`src/rtl/kbh_pkg.sv`:
```
// ---------------------------------------------------------------------------
// kbh_pkg
// shared types, widths and codes of the k-best max-heap
// ---------------------------------------------------------------------------
package kbh_pkg;

    localparam int MAX_K   = 16;
    localparam int DIST_W  = 32;
    localparam int ID_W    = 32;
    localparam int MODE_W  = 2;
    localparam int SLOT_W  = 4;
    localparam int CAP_W   = 5;
    localparam int FILL_W  = 5;
    localparam int CNT_W   = $clog2(MAX_K + 1);
    localparam int ADDR_W  = (MAX_K > 1) ? $clog2(MAX_K) : 1;
    localparam int QDEPTH  = 2;
    localparam int QPTR_W  = $clog2(QDEPTH);
    localparam int QCNT_W  = $clog2(QDEPTH + 1);

    // input mode codes
    localparam logic [MODE_W-1:0] MODE_INSERT = 2'd0;
    localparam logic [MODE_W-1:0] MODE_CLEAR  = 2'd1;
    localparam logic [MODE_W-1:0] MODE_READ   = 2'd2;

    // internal command codes
    localparam logic [1:0] OP_INSERT = 2'd0;
    localparam logic [1:0] OP_CLEAR  = 2'd1;
    localparam logic [1:0] OP_READ   = 2'd2;
    localparam logic [1:0] OP_NOP    = 2'd3;

    typedef struct packed {
        logic [ID_W-1:0]   id;
        logic [DIST_W-1:0] distance;
    } entry_t;

    typedef struct packed {
        logic [1:0]        op;
        logic [ID_W-1:0]   sample_id;
        logic [DIST_W-1:0] new_distance;
        logic [SLOT_W-1:0] read_slot;
    } cmd_t;

    // capacity zero acts as one, above the array size acts as the array size
    function automatic logic [CNT_W-1:0] eff_cap(input logic [CAP_W-1:0] c);
        logic [CNT_W-1:0] r;
        if (c == '0)
            r = CNT_W'(1);
        else if (int'(c) > MAX_K)
            r = CNT_W'(MAX_K);
        else
            r = CNT_W'(c);
        return r;
    endfunction

endpackage

```
`src/rtl/kbh_cand_if.sv`:
```
// ---------------------------------------------------------------------------
// kbh_cand_if
// candidate word channel: valid, ready and the command fields
// ---------------------------------------------------------------------------
interface kbh_cand_if import kbh_pkg::*; ();

    logic              valid;
    logic              ready;
    logic [MODE_W-1:0] mode;
    logic [ID_W-1:0]   sample_id;
    logic [DIST_W-1:0] new_distance;
    logic [SLOT_W-1:0] read_slot;

    modport source (
        output valid,
        output mode,
        output sample_id,
        output new_distance,
        output read_slot,
        input  ready
    );

    modport sink (
        input  valid,
        input  mode,
        input  sample_id,
        input  new_distance,
        input  read_slot,
        output ready
    );

endinterface

```
`src/rtl/kbh_res_if.sv`:
```
// ---------------------------------------------------------------------------
// kbh_res_if
// result word channel: valid, ready and the status fields
// ---------------------------------------------------------------------------
interface kbh_res_if import kbh_pkg::*; ();

    logic              valid;
    logic              ready;
    logic              accepted;
    logic [FILL_W-1:0] fill_count;
    logic              is_full;
    logic [DIST_W-1:0] worst_distance;
    logic              slot_valid;
    logic [ID_W-1:0]   slot_id;
    logic [DIST_W-1:0] slot_distance;

    modport source (
        output valid,
        output accepted,
        output fill_count,
        output is_full,
        output worst_distance,
        output slot_valid,
        output slot_id,
        output slot_distance,
        input  ready
    );

    modport sink (
        input  valid,
        input  accepted,
        input  fill_count,
        input  is_full,
        input  worst_distance,
        input  slot_valid,
        input  slot_id,
        input  slot_distance,
        output ready
    );

endinterface

```
`src/rtl/kbh_ram.sv`:
```
// ---------------------------------------------------------------------------
// kbh_ram
// generic single write port, single read port ram with registered read
// ---------------------------------------------------------------------------
module kbh_ram #(
    parameter int WIDTH = 64,
    parameter int DEPTH = 16
) (
    input  logic                                   clk,
    input  logic                                   wr_en,
    input  logic [((DEPTH > 1) ? $clog2(DEPTH) : 1)-1:0] wr_addr,
    input  logic [WIDTH-1:0]                       wr_data,
    input  logic                                   rd_en,
    input  logic [((DEPTH > 1) ? $clog2(DEPTH) : 1)-1:0] rd_addr,
    output logic [WIDTH-1:0]                       rd_data
);

    logic [WIDTH-1:0] mem_reg [DEPTH];
    logic [WIDTH-1:0] rd_data_reg;

    always_ff @(posedge clk)
    begin
        if (wr_en)
        begin
            mem_reg[wr_addr] <= wr_data;
        end
        if (rd_en)
        begin
            rd_data_reg <= mem_reg[rd_addr];
        end
    end

    assign rd_data = rd_data_reg;

endmodule

```
`src/rtl/kbh_front.sv`:
```
// ---------------------------------------------------------------------------
// kbh_front
// accepts candidate words, decodes the mode and queues commands
// ---------------------------------------------------------------------------
module kbh_front import kbh_pkg::*; (
    input  logic   clk,
    input  logic   rst_n,
    kbh_cand_if.sink cand,
    output logic   cmd_valid,
    input  logic   cmd_ready,
    output cmd_t   cmd
);

    cmd_t              q_reg [QDEPTH];
    logic [QPTR_W-1:0] wr_ptr_reg, wr_ptr_next;
    logic [QPTR_W-1:0] rd_ptr_reg, rd_ptr_next;
    logic [QCNT_W-1:0] cnt_reg, cnt_next;
    cmd_t              dec;
    logic              push;
    logic              pop;

    // mode decode
    always_comb
    begin
        dec.sample_id    = cand.sample_id;
        dec.new_distance = cand.new_distance;
        dec.read_slot    = cand.read_slot;
        case (cand.mode)
            MODE_INSERT: dec.op = OP_INSERT;
            MODE_CLEAR:  dec.op = OP_CLEAR;
            MODE_READ:   dec.op = OP_READ;
            default:     dec.op = OP_NOP;
        endcase
    end

    assign cand.ready = (cnt_reg != QCNT_W'(QDEPTH));
    assign push       = cand.valid && cand.ready;
    assign cmd_valid  = (cnt_reg != '0);
    assign pop        = cmd_valid && cmd_ready;
    assign cmd        = q_reg[rd_ptr_reg];

    always_comb
    begin
        wr_ptr_next = wr_ptr_reg;
        rd_ptr_next = rd_ptr_reg;
        cnt_next    = cnt_reg;
        if (push)
        begin
            wr_ptr_next = (wr_ptr_reg == QPTR_W'(QDEPTH - 1)) ? '0 : wr_ptr_reg + 1'b1;
        end
        if (pop)
        begin
            rd_ptr_next = (rd_ptr_reg == QPTR_W'(QDEPTH - 1)) ? '0 : rd_ptr_reg + 1'b1;
        end
        if (push && !pop)
        begin
            cnt_next = cnt_reg + 1'b1;
        end
        else if (pop && !push)
        begin
            cnt_next = cnt_reg - 1'b1;
        end
    end

    always_ff @(posedge clk or negedge rst_n)
    begin
        if (!rst_n)
        begin
            wr_ptr_reg <= '0;
            rd_ptr_reg <= '0;
            cnt_reg    <= '0;
        end
        else
        begin
            wr_ptr_reg <= wr_ptr_next;
            rd_ptr_reg <= rd_ptr_next;
            cnt_reg    <= cnt_next;
        end
    end

    always_ff @(posedge clk)
    begin
        if (push)
        begin
            q_reg[wr_ptr_reg] <= dec;
        end
    end

endmodule

```
`src/rtl/kbh_back.sv`:
```
// ---------------------------------------------------------------------------
// kbh_back
// heap sequencer: append with sift up, root replace with sift down,
// clear, slot read, and the result word register
// ---------------------------------------------------------------------------
module kbh_back import kbh_pkg::*; (
    input  logic       clk,
    input  logic       rst_n,
    input  logic       capacity_we,
    input  logic [CAP_W-1:0] capacity,
    input  logic       cmd_valid,
    output logic       cmd_ready,
    input  cmd_t       cmd,
    kbh_res_if.source  result
);

    localparam logic [2:0] S_IDLE   = 3'd0;
    localparam logic [2:0] S_SU_RD  = 3'd1;
    localparam logic [2:0] S_SU_CMP = 3'd2;
    localparam logic [2:0] S_SD_RL  = 3'd3;
    localparam logic [2:0] S_SD_RR  = 3'd4;
    localparam logic [2:0] S_SD_CMP = 3'd5;
    localparam logic [2:0] S_FIN    = 3'd6;

    localparam int CHILD_W = ADDR_W + 2;
    localparam int CMP_W   = CNT_W + SLOT_W;

    logic [2:0]        state_reg, state_next;
    logic [CAP_W-1:0]  capacity_reg, capacity_next;
    logic [CNT_W-1:0]  count_reg, count_next;
    logic [DIST_W-1:0] root_reg, root_next;
    logic [ADDR_W-1:0] pos_reg, pos_next;
    logic [1:0]        op_reg, op_next;
    entry_t            new_reg, new_next;
    entry_t            lbuf_reg, lbuf_next;
    logic              r_ok_reg, r_ok_next;
    logic              acc_reg, acc_next;
    logic              sv_reg, sv_next;

    logic              out_valid_reg, out_valid_next;
    logic              out_acc_reg, out_acc_next;
    logic [FILL_W-1:0] out_fill_reg, out_fill_next;
    logic              out_full_reg, out_full_next;
    logic [DIST_W-1:0] out_worst_reg, out_worst_next;
    logic              out_sv_reg, out_sv_next;
    logic [ID_W-1:0]   out_sid_reg, out_sid_next;
    logic [DIST_W-1:0] out_sdist_reg, out_sdist_next;

    logic              wr_en;
    logic [ADDR_W-1:0] wr_addr;
    entry_t            wr_data;
    logic              rd_en;
    logic [ADDR_W-1:0] rd_addr;
    entry_t            rd_data;

    logic [CNT_W-1:0]   cap;
    logic               full;
    logic [ADDR_W-1:0]  pos_m1;
    logic [ADDR_W-1:0]  par;
    logic [CHILD_W-1:0] l_idx;
    logic [CHILD_W-1:0] r_idx;
    logic [CHILD_W-1:0] count_ext;
    logic               l_win;
    logic [DIST_W-1:0]  best_dist;
    logic               r_win;

    kbh_ram #(
        .WIDTH ($bits(entry_t)),
        .DEPTH (MAX_K)
    ) u_heap (
        .clk     (clk),
        .wr_en   (wr_en),
        .wr_addr (wr_addr),
        .wr_data (wr_data),
        .rd_en   (rd_en),
        .rd_addr (rd_addr),
        .rd_data (rd_data)
    );

    assign cap       = eff_cap(capacity_reg);
    assign full      = (count_reg >= cap);
    assign pos_m1    = pos_reg - 1'b1;
    assign par       = ADDR_W'(pos_m1 >> 1);
    assign l_idx     = {1'b0, pos_reg, 1'b1};
    assign r_idx     = l_idx + 1'b1;
    assign count_ext = CHILD_W'(count_reg);
    assign l_win     = (lbuf_reg.distance > new_reg.distance);
    assign best_dist = l_win ? lbuf_reg.distance : new_reg.distance;
    assign r_win     = r_ok_reg && (rd_data.distance > best_dist);
    assign cmd_ready = (state_reg == S_IDLE);

    always_comb
    begin
        state_next     = state_reg;
        capacity_next  = capacity_reg;
        count_next     = count_reg;
        pos_next       = pos_reg;
        op_next        = op_reg;
        new_next       = new_reg;
        lbuf_next      = lbuf_reg;
        r_ok_next      = r_ok_reg;
        acc_next       = acc_reg;
        sv_next        = sv_reg;
        out_valid_next = out_valid_reg && !result.ready;
        out_acc_next   = out_acc_reg;
        out_fill_next  = out_fill_reg;
        out_full_next  = out_full_reg;
        out_worst_next = out_worst_reg;
        out_sv_next    = out_sv_reg;
        out_sid_next   = out_sid_reg;
        out_sdist_next = out_sdist_reg;
        wr_en          = 1'b0;
        wr_addr        = pos_reg;
        wr_data        = new_reg;
        rd_en          = 1'b0;
        rd_addr        = par;

        case (state_reg)
            S_IDLE:
            begin
                if (cmd_valid)
                begin
                    op_next      = cmd.op;
                    new_next.id  = cmd.sample_id;
                    new_next.distance = cmd.new_distance;
                    acc_next     = 1'b0;
                    sv_next      = 1'b0;
                    state_next   = S_FIN;
                    case (cmd.op)
                        OP_INSERT:
                        begin
                            if (count_reg < cap)
                            begin
                                pos_next   = ADDR_W'(count_reg);
                                count_next = count_reg + 1'b1;
                                acc_next   = 1'b1;
                                state_next = S_SU_RD;
                            end
                            else if (cmd.new_distance < root_reg)
                            begin
                                pos_next   = '0;
                                acc_next   = 1'b1;
                                state_next = S_SD_RL;
                            end
                        end
                        OP_CLEAR:
                        begin
                            count_next = '0;
                        end
                        OP_READ:
                        begin
                            sv_next = (CMP_W'(cmd.read_slot) < CMP_W'(count_reg));
                            rd_en   = 1'b1;
                            rd_addr = ADDR_W'(cmd.read_slot);
                        end
                        default:
                        begin
                        end
                    endcase
                end
                // capacity write clears the heap
                if (capacity_we)
                begin
                    capacity_next = capacity;
                    count_next    = '0;
                end
            end

            S_SU_RD:
            begin
                if (pos_reg == '0)
                begin
                    wr_en      = 1'b1;
                    state_next = S_FIN;
                end
                else
                begin
                    rd_en      = 1'b1;
                    rd_addr    = par;
                    state_next = S_SU_CMP;
                end
            end

            S_SU_CMP:
            begin
                wr_en = 1'b1;
                if (new_reg.distance > rd_data.distance)
                begin
                    wr_data    = rd_data;
                    pos_next   = par;
                    state_next = S_SU_RD;
                end
                else
                begin
                    state_next = S_FIN;
                end
            end

            S_SD_RL:
            begin
                if (l_idx < count_ext)
                begin
                    rd_en      = 1'b1;
                    rd_addr    = l_idx[ADDR_W-1:0];
                    state_next = S_SD_RR;
                end
                else
                begin
                    wr_en      = 1'b1;
                    state_next = S_FIN;
                end
            end

            S_SD_RR:
            begin
                lbuf_next  = rd_data;
                r_ok_next  = (r_idx < count_ext);
                rd_en      = (r_idx < count_ext);
                rd_addr    = r_idx[ADDR_W-1:0];
                state_next = S_SD_CMP;
            end

            S_SD_CMP:
            begin
                wr_en = 1'b1;
                if (r_win)
                begin
                    wr_data    = rd_data;
                    pos_next   = r_idx[ADDR_W-1:0];
                    state_next = S_SD_RL;
                end
                else if (l_win)
                begin
                    wr_data    = lbuf_reg;
                    pos_next   = l_idx[ADDR_W-1:0];
                    state_next = S_SD_RL;
                end
                else
                begin
                    state_next = S_FIN;
                end
            end

            S_FIN:
            begin
                if (!out_valid_reg || result.ready)
                begin
                    out_valid_next = 1'b1;
                    out_acc_next   = acc_reg && (op_reg == OP_INSERT);
                    out_fill_next  = FILL_W'(count_reg);
                    out_full_next  = full;
                    out_worst_next = full ? root_reg : '1;
                    out_sv_next    = sv_reg && (op_reg == OP_READ);
                    out_sid_next   = (sv_reg && (op_reg == OP_READ)) ? rd_data.id : '0;
                    out_sdist_next = (sv_reg && (op_reg == OP_READ)) ? rd_data.distance : '0;
                    state_next     = S_IDLE;
                end
            end

            default:
            begin
                state_next = S_IDLE;
            end
        endcase
    end

    // shadow of the root distance, kept in step with every write to slot zero
    always_comb
    begin
        root_next = root_reg;
        if (wr_en && (wr_addr == '0))
        begin
            root_next = wr_data.distance;
        end
    end

    always_ff @(posedge clk or negedge rst_n)
    begin
        if (!rst_n)
        begin
            state_reg     <= S_IDLE;
            capacity_reg  <= CAP_W'(MAX_K);
            count_reg     <= '0;
            out_valid_reg <= 1'b0;
        end
        else
        begin
            state_reg     <= state_next;
            capacity_reg  <= capacity_next;
            count_reg     <= count_next;
            out_valid_reg <= out_valid_next;
        end
    end

    always_ff @(posedge clk)
    begin
        root_reg      <= root_next;
        pos_reg       <= pos_next;
        op_reg        <= op_next;
        new_reg       <= new_next;
        lbuf_reg      <= lbuf_next;
        r_ok_reg      <= r_ok_next;
        acc_reg       <= acc_next;
        sv_reg        <= sv_next;
        out_acc_reg   <= out_acc_next;
        out_fill_reg  <= out_fill_next;
        out_full_reg  <= out_full_next;
        out_worst_reg <= out_worst_next;
        out_sv_reg    <= out_sv_next;
        out_sid_reg   <= out_sid_next;
        out_sdist_reg <= out_sdist_next;
    end

    assign result.valid          = out_valid_reg;
    assign result.accepted       = out_acc_reg;
    assign result.fill_count     = out_fill_reg;
    assign result.is_full        = out_full_reg;
    assign result.worst_distance = out_worst_reg;
    assign result.slot_valid     = out_sv_reg;
    assign result.slot_id        = out_sid_reg;
    assign result.slot_distance  = out_sdist_reg;

endmodule

```
`src/rtl/k_best_max_heap.sv`:
```
// ---------------------------------------------------------------------------
// k_best_max_heap
// keeps the k smallest distances seen so far with their sample ids
// ---------------------------------------------------------------------------
// The block holds up to k entries (k from the capacity register, 1 to 16)
// in a max-heap stored in a small ram, so the root is always the worst kept
// distance. Each candidate word gives exactly one result word. Words enter
// a two-word queue and are worked one at a time by the heap sequencer; the
// single read port of the heap ram sets the pace. An append starts at the
// end slot and sifts the new entry up toward the root, a root replace puts
// it at the root and sifts it down toward the leaves, each by at most 4
// levels for k of 16; a clear, a slot read or a rejected insert moves no
// entry. A finished result sits in an output register while the queue
// keeps taking words as long as it has room. Writing capacity empties the
// heap; write it only with no word in flight. Distances tie in favor of
// the entry already held.
// ---------------------------------------------------------------------------
module k_best_max_heap import kbh_pkg::*; (
    input  logic             clk,
    input  logic             rst_n,
    input  logic             capacity_we,
    input  logic [CAP_W-1:0] capacity,
    kbh_cand_if.sink         cand,
    kbh_res_if.source        result
);

    // command queue between decode and the heap sequencer
    logic cmd_valid;
    logic cmd_ready;
    cmd_t cmd;

    kbh_front u_front (
        .clk       (clk),
        .rst_n     (rst_n),
        .cand      (cand),
        .cmd_valid (cmd_valid),
        .cmd_ready (cmd_ready),
        .cmd       (cmd)
    );

    kbh_back u_back (
        .clk         (clk),
        .rst_n       (rst_n),
        .capacity_we (capacity_we),
        .capacity    (capacity),
        .cmd_valid   (cmd_valid),
        .cmd_ready   (cmd_ready),
        .cmd         (cmd),
        .result      (result)
    );

`ifndef SYNTH
    // fill count never passes the array size
    a_fill_bound: assert property (@(posedge clk) disable iff (!rst_n)
        result.valid |-> (int'(result.fill_count) <= MAX_K))
        else $error("fill count above heap size");

    // worst distance saturates while not full
    a_worst_sat: assert property (@(posedge clk) disable iff (!rst_n)
        (result.valid && !result.is_full) |-> (result.worst_distance == '1))
        else $error("worst distance not saturated");

    // invalid slot reads as zero
    a_slot_zero: assert property (@(posedge clk) disable iff (!rst_n)
        (result.valid && !result.slot_valid) |->
            ((result.slot_id == '0) && (result.slot_distance == '0)))
        else $error("slot fields not zero");

    // a slot read never reports an accepted insert
    a_read_no_acc: assert property (@(posedge clk) disable iff (!rst_n)
        (result.valid && result.slot_valid) |-> !result.accepted)
        else $error("slot read flagged as accepted");

    // a full heap holds at least one entry
    a_full_nonempty: assert property (@(posedge clk) disable iff (!rst_n)
        (result.valid && result.is_full) |-> (result.fill_count != '0))
        else $error("full with no entries");
`endif

endmodule
```
`src/flat_wrapper.sv`:
```
// flat-port wrapper written by rule: the top's interface ports become plain ports
module k_best_max_heap_flat import kbh_pkg::*;
  (clk, rst_n, capacity_we, capacity, cand_valid, cand_mode, cand_sample_id, cand_new_distance, cand_read_slot, cand_ready, result_valid, result_accepted, result_fill_count, result_is_full, result_worst_distance, result_slot_valid, result_slot_id, result_slot_distance, result_ready);
  kbh_cand_if cand_i ();
  kbh_res_if result_i ();
  input  logic clk;
  input  logic rst_n;
  input  logic capacity_we;
  input  logic [CAP_W-1:0] capacity;
  input wire logic [$bits(cand_i.valid)-1:0] cand_valid;
  input wire logic [$bits(cand_i.mode)-1:0] cand_mode;
  input wire logic [$bits(cand_i.sample_id)-1:0] cand_sample_id;
  input wire logic [$bits(cand_i.new_distance)-1:0] cand_new_distance;
  input wire logic [$bits(cand_i.read_slot)-1:0] cand_read_slot;
  output wire logic [$bits(cand_i.ready)-1:0] cand_ready;
  output wire logic [$bits(result_i.valid)-1:0] result_valid;
  output wire logic [$bits(result_i.accepted)-1:0] result_accepted;
  output wire logic [$bits(result_i.fill_count)-1:0] result_fill_count;
  output wire logic [$bits(result_i.is_full)-1:0] result_is_full;
  output wire logic [$bits(result_i.worst_distance)-1:0] result_worst_distance;
  output wire logic [$bits(result_i.slot_valid)-1:0] result_slot_valid;
  output wire logic [$bits(result_i.slot_id)-1:0] result_slot_id;
  output wire logic [$bits(result_i.slot_distance)-1:0] result_slot_distance;
  input wire logic [$bits(result_i.ready)-1:0] result_ready;
  assign cand_i.valid = cand_valid;
  assign cand_i.mode = cand_mode;
  assign cand_i.sample_id = cand_sample_id;
  assign cand_i.new_distance = cand_new_distance;
  assign cand_i.read_slot = cand_read_slot;
  assign cand_ready = cand_i.ready;
  assign result_valid = result_i.valid;
  assign result_accepted = result_i.accepted;
  assign result_fill_count = result_i.fill_count;
  assign result_is_full = result_i.is_full;
  assign result_worst_distance = result_i.worst_distance;
  assign result_slot_valid = result_i.slot_valid;
  assign result_slot_id = result_i.slot_id;
  assign result_slot_distance = result_i.slot_distance;
  assign result_i.ready = result_ready;
  k_best_max_heap u_core (.clk(clk), .rst_n(rst_n), .capacity_we(capacity_we), .capacity(capacity), .cand(cand_i), .result(result_i));
endmodule
```
`config.mk`:
```
export PLATFORM = sky130hd
export DESIGN_NAME = k_best_max_heap_flat
export DESIGN_NICKNAME = d
export VERILOG_FILES = /design/src/rtl/kbh_pkg.sv /design/src/rtl/kbh_cand_if.sv /design/src/rtl/kbh_res_if.sv /design/src/rtl/kbh_ram.sv /design/src/rtl/kbh_front.sv /design/src/rtl/kbh_back.sv /design/src/rtl/k_best_max_heap.sv /design/src/flat_wrapper.sv
export SDC_FILE = /design/constraint.sdc
export NUM_CORES = 2
export LEC_CHECK = 0
export BUFFER_PORTS_ARGS = -buffer_cell sky130_fd_sc_hd__buf_2
export CAP_MARGIN = 30
export CORE_MARGIN = 2
export CORE_UTILIZATION = 40
export CTS_CLUSTER_SIZE = 24
export DETAILED_ROUTE_END_ITERATION = 10
export PLACE_DENSITY_LB_ADDON = 0.1
export SLEW_MARGIN = 20
export SYNTH_ARGS = -nofsm -noshare
export SYNTH_HDL_FRONTEND = slang
export SYNTH_SLANG_ARGS = --single-unit
```
`constraint.sdc`:
```
create_clock -name clk -period 6.8 [get_ports clk]
set_clock_uncertainty 0.1 [all_clocks]
set_input_delay 0.34 -clock clk [delete_from_list [all_inputs] [get_ports clk]]
set_output_delay 0.34 -clock clk [all_outputs]
set_load 0.05 [all_outputs]
```
=== Word level (Yosys, flattened, before mapping) ===
Memory sizes are Yosys's and may differ from the RTL's. A register that Yosys moved wholly into a read port is not among the register bits.
Cells that the tools add are included.

* Output and inout port bits: 106
* Register bits after elaboration: 291
* Latch bits: 0
* Input bits: 80
* ROM bits: 0
* Logic and storage cells: 149
* Bits in writable memories: 1164
* Memories kept: 2

* $mul: 0
* Divide/modulo/power cells: 0
* Reductions and logical operators: 32
* Magnitude comparators: 10
* Equal/unequal tests: 19
* Shift operators: 0
* Add/sub/neg operators: 7
* Muxes and demuxes: 55
* Bitwise gates (word level): 0

{| class="wikitable"
|+ Memories
! name !! words !! width !! read ports !! clocked after Yosys merged registers in !! write ports !! RTL line !! text
|-
| u_core.u_back.u_heap.mem_reg || 16 || 64 || 1 || 1 || 1 || kbh_ram.sv:18 || <nowiki>logic [WIDTH-1:0] mem_reg [DEPTH];</nowiki>
|-
| u_core.u_front.q_reg || 2 || 70 || 1 || 0 || 1 || kbh_front.sv:14 || <nowiki>cmd_t q_reg [QDEPTH];</nowiki>
|}

{| class="wikitable"
|+ Operators with widths
! kind !! number
|-
| 2-to-1 mux 64 bit || 3
|-
| case mux 64 bit (2 select lines) || 1
|-
| greater-than comparator 32 bit || 3
|-
| 2-to-1 mux 4 bit || 10
|-
| less-than comparator 32 bit || 1
|-
| 2-to-1 mux 32 bit || 1
|-
| 2-to-1 mux 3 bit || 9
|-
| 2-to-1 mux 5 bit || 5
|-
| case mux 4 bit (3 select lines) || 2
|-
| case mux 3 bit (7 select lines) || 1
|-
| 2-to-1 mux 1 bit || 16
|-
| less-than comparator 5 bit || 2
|-
| inequality test 2 bit, second input constant || 5
|-
| case mux 5 bit (2 select lines) || 1
|-
| equality test 3 bit, second input constant || 3
|-
| logical AND 1 bit || 9
|-
| inequality test 3 bit, second input constant || 3
|-
| AND reduction 2 bit || 4
|-
| adder 5 x 1 -> 6 bit, second input constant || 1
|-
| equality test 2 bit, second input constant || 3
|-
| equality test 3 x 2 -> 1 bit, second input constant || 2
|-
| logical NOT 2 bit || 3
|-
| less-than comparator 6 x 5 -> 1 bit || 1
|-
| 2-to-1 mux 2 bit || 3
|-
| other kinds (23) || 31
|}

=== Depth between registers and ports, before layout ===
* Depth in word-level cells: 8
* Depth in mapped cells: 21
* Mapped depth without buffers: 17

=== Hierarchy ===
From an unflattened synthesis, not the netlist that was laid out.

* Cell total of the unflattened synthesis: 3144
* Area, all modules: 61285.0 sq um

{| class="wikitable"
|+ Modules (own cells, without submodules)
! module !! sequential area each (sq um) !! cells each !! times used !! area each (sq um)
|-
| kbh_ram || 32671.3 || 1647 || 1 || 40223.6
|-
| kbh_back || 8549.4 || 1259 || 1 || 15457.3
|-
| kbh_front || 4304.1 || 238 || 1 || 5604.1
|}

=== Least setup slack after synthesis ===
OpenSTA, ideal clock, no wires.

* Kind: register to register
* From: register u_core.u_back.pos_reg[2]
* To: register u_core.u_back.root_reg[0] (enable)
* Data arrival time: 6.175 ns
* Clock period less this slack: 6.839 ns
* Path buffers: 0
* Required time: 6.135 ns
* Setup slack: -0.039 ns
* Cell stages (with the launch flop): 9
* Setup time: 0.565 ns
* Path through: edfxtp_1 > ha_1 > o21ai_0 > a21oi_1 > nor2_1 > a211o_1 > o21ai_0 > nand2_1 > nor3_1

* Longest elaborated chain between the ends: 4
* Elaborated cells on any way between the ends: 6
* Those cells by class: order compare: 1; mux: 3; reduce/logical: 2

{| class="wikitable"
|+ RTL lines
! element !! RTL line !! text
|-
| start, declared || kbh_back.sv:32 || <nowiki>logic [ADDR_W-1:0] pos_reg, pos_next;</nowiki>
|-
| start signal, assigned || kbh_back.sv:298 || <nowiki>pos_reg <= pos_next;</nowiki>
|-
| less-than comparator 5 bit / logical NOT 4 bit (equally long branches) || kbh_back.sv:201, kbh_back.sv:171, kbh_back.sv:271 ||
|-
| 2-to-1 mux 1 bit (on tied branches) || kbh_back.sv:201, kbh_back.sv:171 ||
|-
| case mux 1 bit (3 select lines) || kbh_back.sv:118 || <nowiki>case (state_reg)</nowiki>
|-
| logical AND 1 bit * || kbh_back.sv:271 || <nowiki>if (wr_en && (wr_addr == '0))</nowiki>
|-
| end signal, assigned || kbh_back.sv:297 || <nowiki>root_reg <= root_next;</nowiki>
|-
| end, declared || kbh_back.sv:31 || <nowiki>logic [DIST_W-1:0] root_reg, root_next;</nowiki>
|}

Mark *: on every way between the ends. The rest lies on a longest branch, timed or not.
A chain may end at the register's enable or synchronous reset.

=== Worst setup path after layout ===
* From: register u_core.u_back.new_reg[13] in the netlist's numbering
* To: memory u_core.u_back.u_heap.mem_reg[6][35], data pin

* Longest elaborated chain between the ends: 6
* Elaborated cells on any way between the ends: 9
* Those cells by class: order compare: 3; mux: 5; reduce/logical: 1

{| class="wikitable"
|+ RTL lines
! element !! RTL line !! text
|-
| start, declared || kbh_back.sv:34 || <nowiki>entry_t new_reg, new_next;</nowiki>
|-
| start signal, assigned || kbh_back.sv:300 || <nowiki>new_reg <= new_next;</nowiki>
|-
| greater-than comparator 32 bit || kbh_back.sv:87 || <nowiki>assign l_win = (lbuf_reg.distance > new_reg.distance);</nowiki>
|-
| 2-to-1 mux 32 bit || kbh_back.sv:88 || <nowiki>assign best_dist = l_win ? lbuf_reg.distance : new_reg.distance;</nowiki>
|-
| greater-than comparator 32 bit || kbh_back.sv:89 || <nowiki>assign r_win = r_ok_reg && (rd_data.distance > best_dist);</nowiki>
|-
| logical AND 1 bit || kbh_back.sv:89 ||
|-
| 2-to-1 mux 64 bit || kbh_back.sv:226 || <nowiki>if (r_win)</nowiki>
|-
| case mux 64 bit (2 select lines) * || kbh_back.sv:118 ||
|-
| named net u_core.u_back.u_heap.wr_data[35] || kbh_ram.sv:12 || <nowiki>input logic [WIDTH-1:0] wr_data,</nowiki>
|-
| end, declared || kbh_ram.sv:18 ||
|}

The timed path passes the listed nets; every way through them passes the cells marked *.

==> results.txt <==
Mapped Nets -> 3,951
worst hold path type -> in -> reg
Leak -> 24.9 nW
sequential area share after synthesis -> 0.730
kind of critical path -> reg -> reg
CTS Root Buffer Type -> clkbuf_16
Async SR Flop Fraction -> 0.0121
Vias -> 34,555
required time worst endpoint -> 7.34 ns
total CTS buffers -> 163
H-tree levels -> 4
GPL Wtd Cong -> 0.872
RSZ-0062 raised after global routing -> false
vias in the first global route -> 34,243
minimum clock period -> 6.13 ns
outcome -> finished, final reports clean
Clk pin slew, worst setup/hold paths -> 0.06 ns
total track usage -> 0.224
Hold Fails Final Rpt -> 0
adder-cell share of the synthesized area -> 0.0305
CP arrival -> 6.67 ns
synth warn -> 0
core outline area -> 152,000 µm²
clk_lat worst skew -> 0.80 ns
Synth Area per Inst -> 16.4 µm²
drt first pass iters -> 5
initial antenna violation count -> 8
Worst setup SP type -> flop
Mapped Area -> 61,100 µm²
EDFF count, synth -> 1,469
portion of netlist area occupied by mux cells -> 0.0803
CTS-repair resized insts -> 0
max frequency -> 0.163 GHz
Max-slew headroom -> 0.345
most frequent cells in the layout -> edfxtp_1, nand2_1, mux2i_1
Starting Density -> 0.402
Compound-Gate Fraction of Synth Area -> 0.0644
DRT antenna net count -> 0
layout cell share with drive strength beyond 1 -> 0.209
prevailing post-synth register cell -> edfxtp_1
Final Cycle Share -> 0.901
io pins -> 186
CTS tree -> built
pin slew with the least headroom to its limit -> 0.983 ns
Synth Area in XOR/XNOR -> 0.00201
Setup TNS Final -> 0 ns
Antenna diodes -> 0
most common cell after layout, fill and taps aside -> edfxtp_1
Total Wirelength -> 176,000 µm
Routed WL per cell -> 28.1 µm
number of synthesized register bits -> 1,487
Port Buffers -> 185
total global routing overflow -> 0
setup violators final -> 0
fillcell total -> 13,191
Pwr Total -> 41.5 mW
num rows -> 143
largest cells by area after synthesis -> edfxtp_1, mux2i_1, mux2_2
Slew Limit Fails -> 0
post-synthesis simple-gate area fraction -> 0.0648
drt via density -> 5.52
dominant cell type by area after synthesis -> edfxtp_1
die area -> 156,000 µm²
max reg flops -> 993
Yosys cell types -> 75
Sinks on Clock Net -> 1,487
initial DRC count -> 3,307
# DRC -> 0
Max VDD drop -> 0.604 mV
maximum clock path buffer count -> 3
CP endpoint kind -> flop
max-cap viol count -> 0
Worst Path Max Fanout -> 42
largest net degree at the start of global routing -> 137
area share of the largest cell type after synthesis -> 0.723
worst reg2reg setup slack -> 0.67 ns
DP Wirelength -> 97,800 µm
Power per Cell Area -> 581 nW/µm²
largest family of logic cells by synthesized area -> multiplexers
Layout area overhead -> 17.1%
first-pass GRT wire length -> 251,000 µm
post-synthesis cell count -> 3,722
chip width -> 395 µm
Layout Nets -> 4,333
chip height -> 395 µm
## critical path, stage by stage (launching register included)
cell	delay (ns)
edfxtp_1	0.41
inv_1	0.06
ha_1	0.30
nand4_1	0.20
a2111oi_0	0.50
buf_4	0.19
o31a_1	0.19
o21a_4	0.16
buf_12	0.28
mux2i_1	0.32
ha_1	0.21
nand4_1	0.19
or4_1	0.71
nor3b_1	0.23
o31a_1	0.26
nor2_1	0.11
o21a_4	0.25
buf_12	0.18
o221ai_1	0.70
buf_2	0.28
## layer usage
metal | share of wire | GRT usage | vias to the layer above
li1 | - | - | 15352
met1 | 0.47 | 0.332 | 18029
met2 | 0.46 | 0.351 | 983
met3 | 0.052 | 0.0296 | 189
met4 | 0.018 | 0.0506 | 2
met5 | 0.000074 | 0 | -
## cells in the mapped netlist (7+ instances only)
cell,number
nor4_2,65
and2_1,70
clkbuf_1,73
a21o_1,9
inv_1,184
o21ai_0,33
o22ai_1,67
o211ai_1,8
nor3_1,13
nand2_1,391
buf_4,15
buf_2,67
mux2i_1,265
xnor2_1,8
nand3_1,81
nand4_1,28
nand2b_1,9
edfxtp_1,1469
dfrtp_1,17
a211oi_1,7
a22o_1,37
o221ai_1,65
buf_6,23
a21oi_1,55
ha_1,149
o21a_1,10
a32o_1,156
mux2_2,198
nor2_1,45
## logic make-up (layout without fill, tap and decap cells)
group,count (synthesis),after routing
muxes,465,465
AOI/OAI and AO/OA,488,488
and+or+nand+nor,750,750
DFF,1487,1487
adders and majority gates,149,149
xor gates and xnor gates,14,14
buffers and inverters,369,882
## what timing repair did
item	4_1_cts	5_1_grt
hold buffers	82	0
endpoints found under the hold margin	171	0
buffers inserted	0	0
## power by group
group	switching (mW)	total [mW]	internal, mW
clock	3.67	8.73	5.06
sequential	0.867	14.7	13.8
combinational	11.9	18.1	6.22
total	16.4	41.5	25.1
## layout make-up
type	count	area, µm²	area share
clock buffer	208	4300	0.0602
clock inverter	88	942	0.0132
sequential	1487	44600	0.624
tap	2030	2540	0.0355
multi-input combinational	1866	15200	0.213
inverter	186	701	0.00980
timing repair buffer	400	3180	0.0445
## metrics by stage
step           setup WS, ns   util  cells  hold slack (ns)  cell area, µm²
2_1_floorplan         0.692      -   3722          -0.0556           61100
3_3_place_gp          0.631  0.428   5851            0.231           64900
3_5_place_dp          0.583  0.430   5877            0.226           65200
4_1_cts               0.575  0.470   6255            0.111           71200
5_1_grt               0.256  0.471   6265            0.135           71500
6_report              0.673  0.471   6265            0.169           71500
## worst paths after layout
kind / startpoint / end / cells past startpoint
worst min-delay path: cand_new_distance[7] / u_core.u_front.q_reg[1][11] / 2
max in group asynchronous: rst_n / u_core.u_back.state_reg[2] / 5
min in group asynchronous: rst_n / u_core.u_back.capacity_reg[4] / 3
worst min register to register: u_core.u_back.u_heap.rd_data[53] / u_core.u_back.lbuf_reg[53] / 0
worst max-delay path: u_core.u_back.new_reg[13] / u_core.u_back.u_heap.mem_reg[6][35] / 19
worst max register to register: u_core.u_back.new_reg[13] / u_core.u_back.u_heap.mem_reg[6][35] / 19
Note: power is estimated with default switching activity, not from simulation.
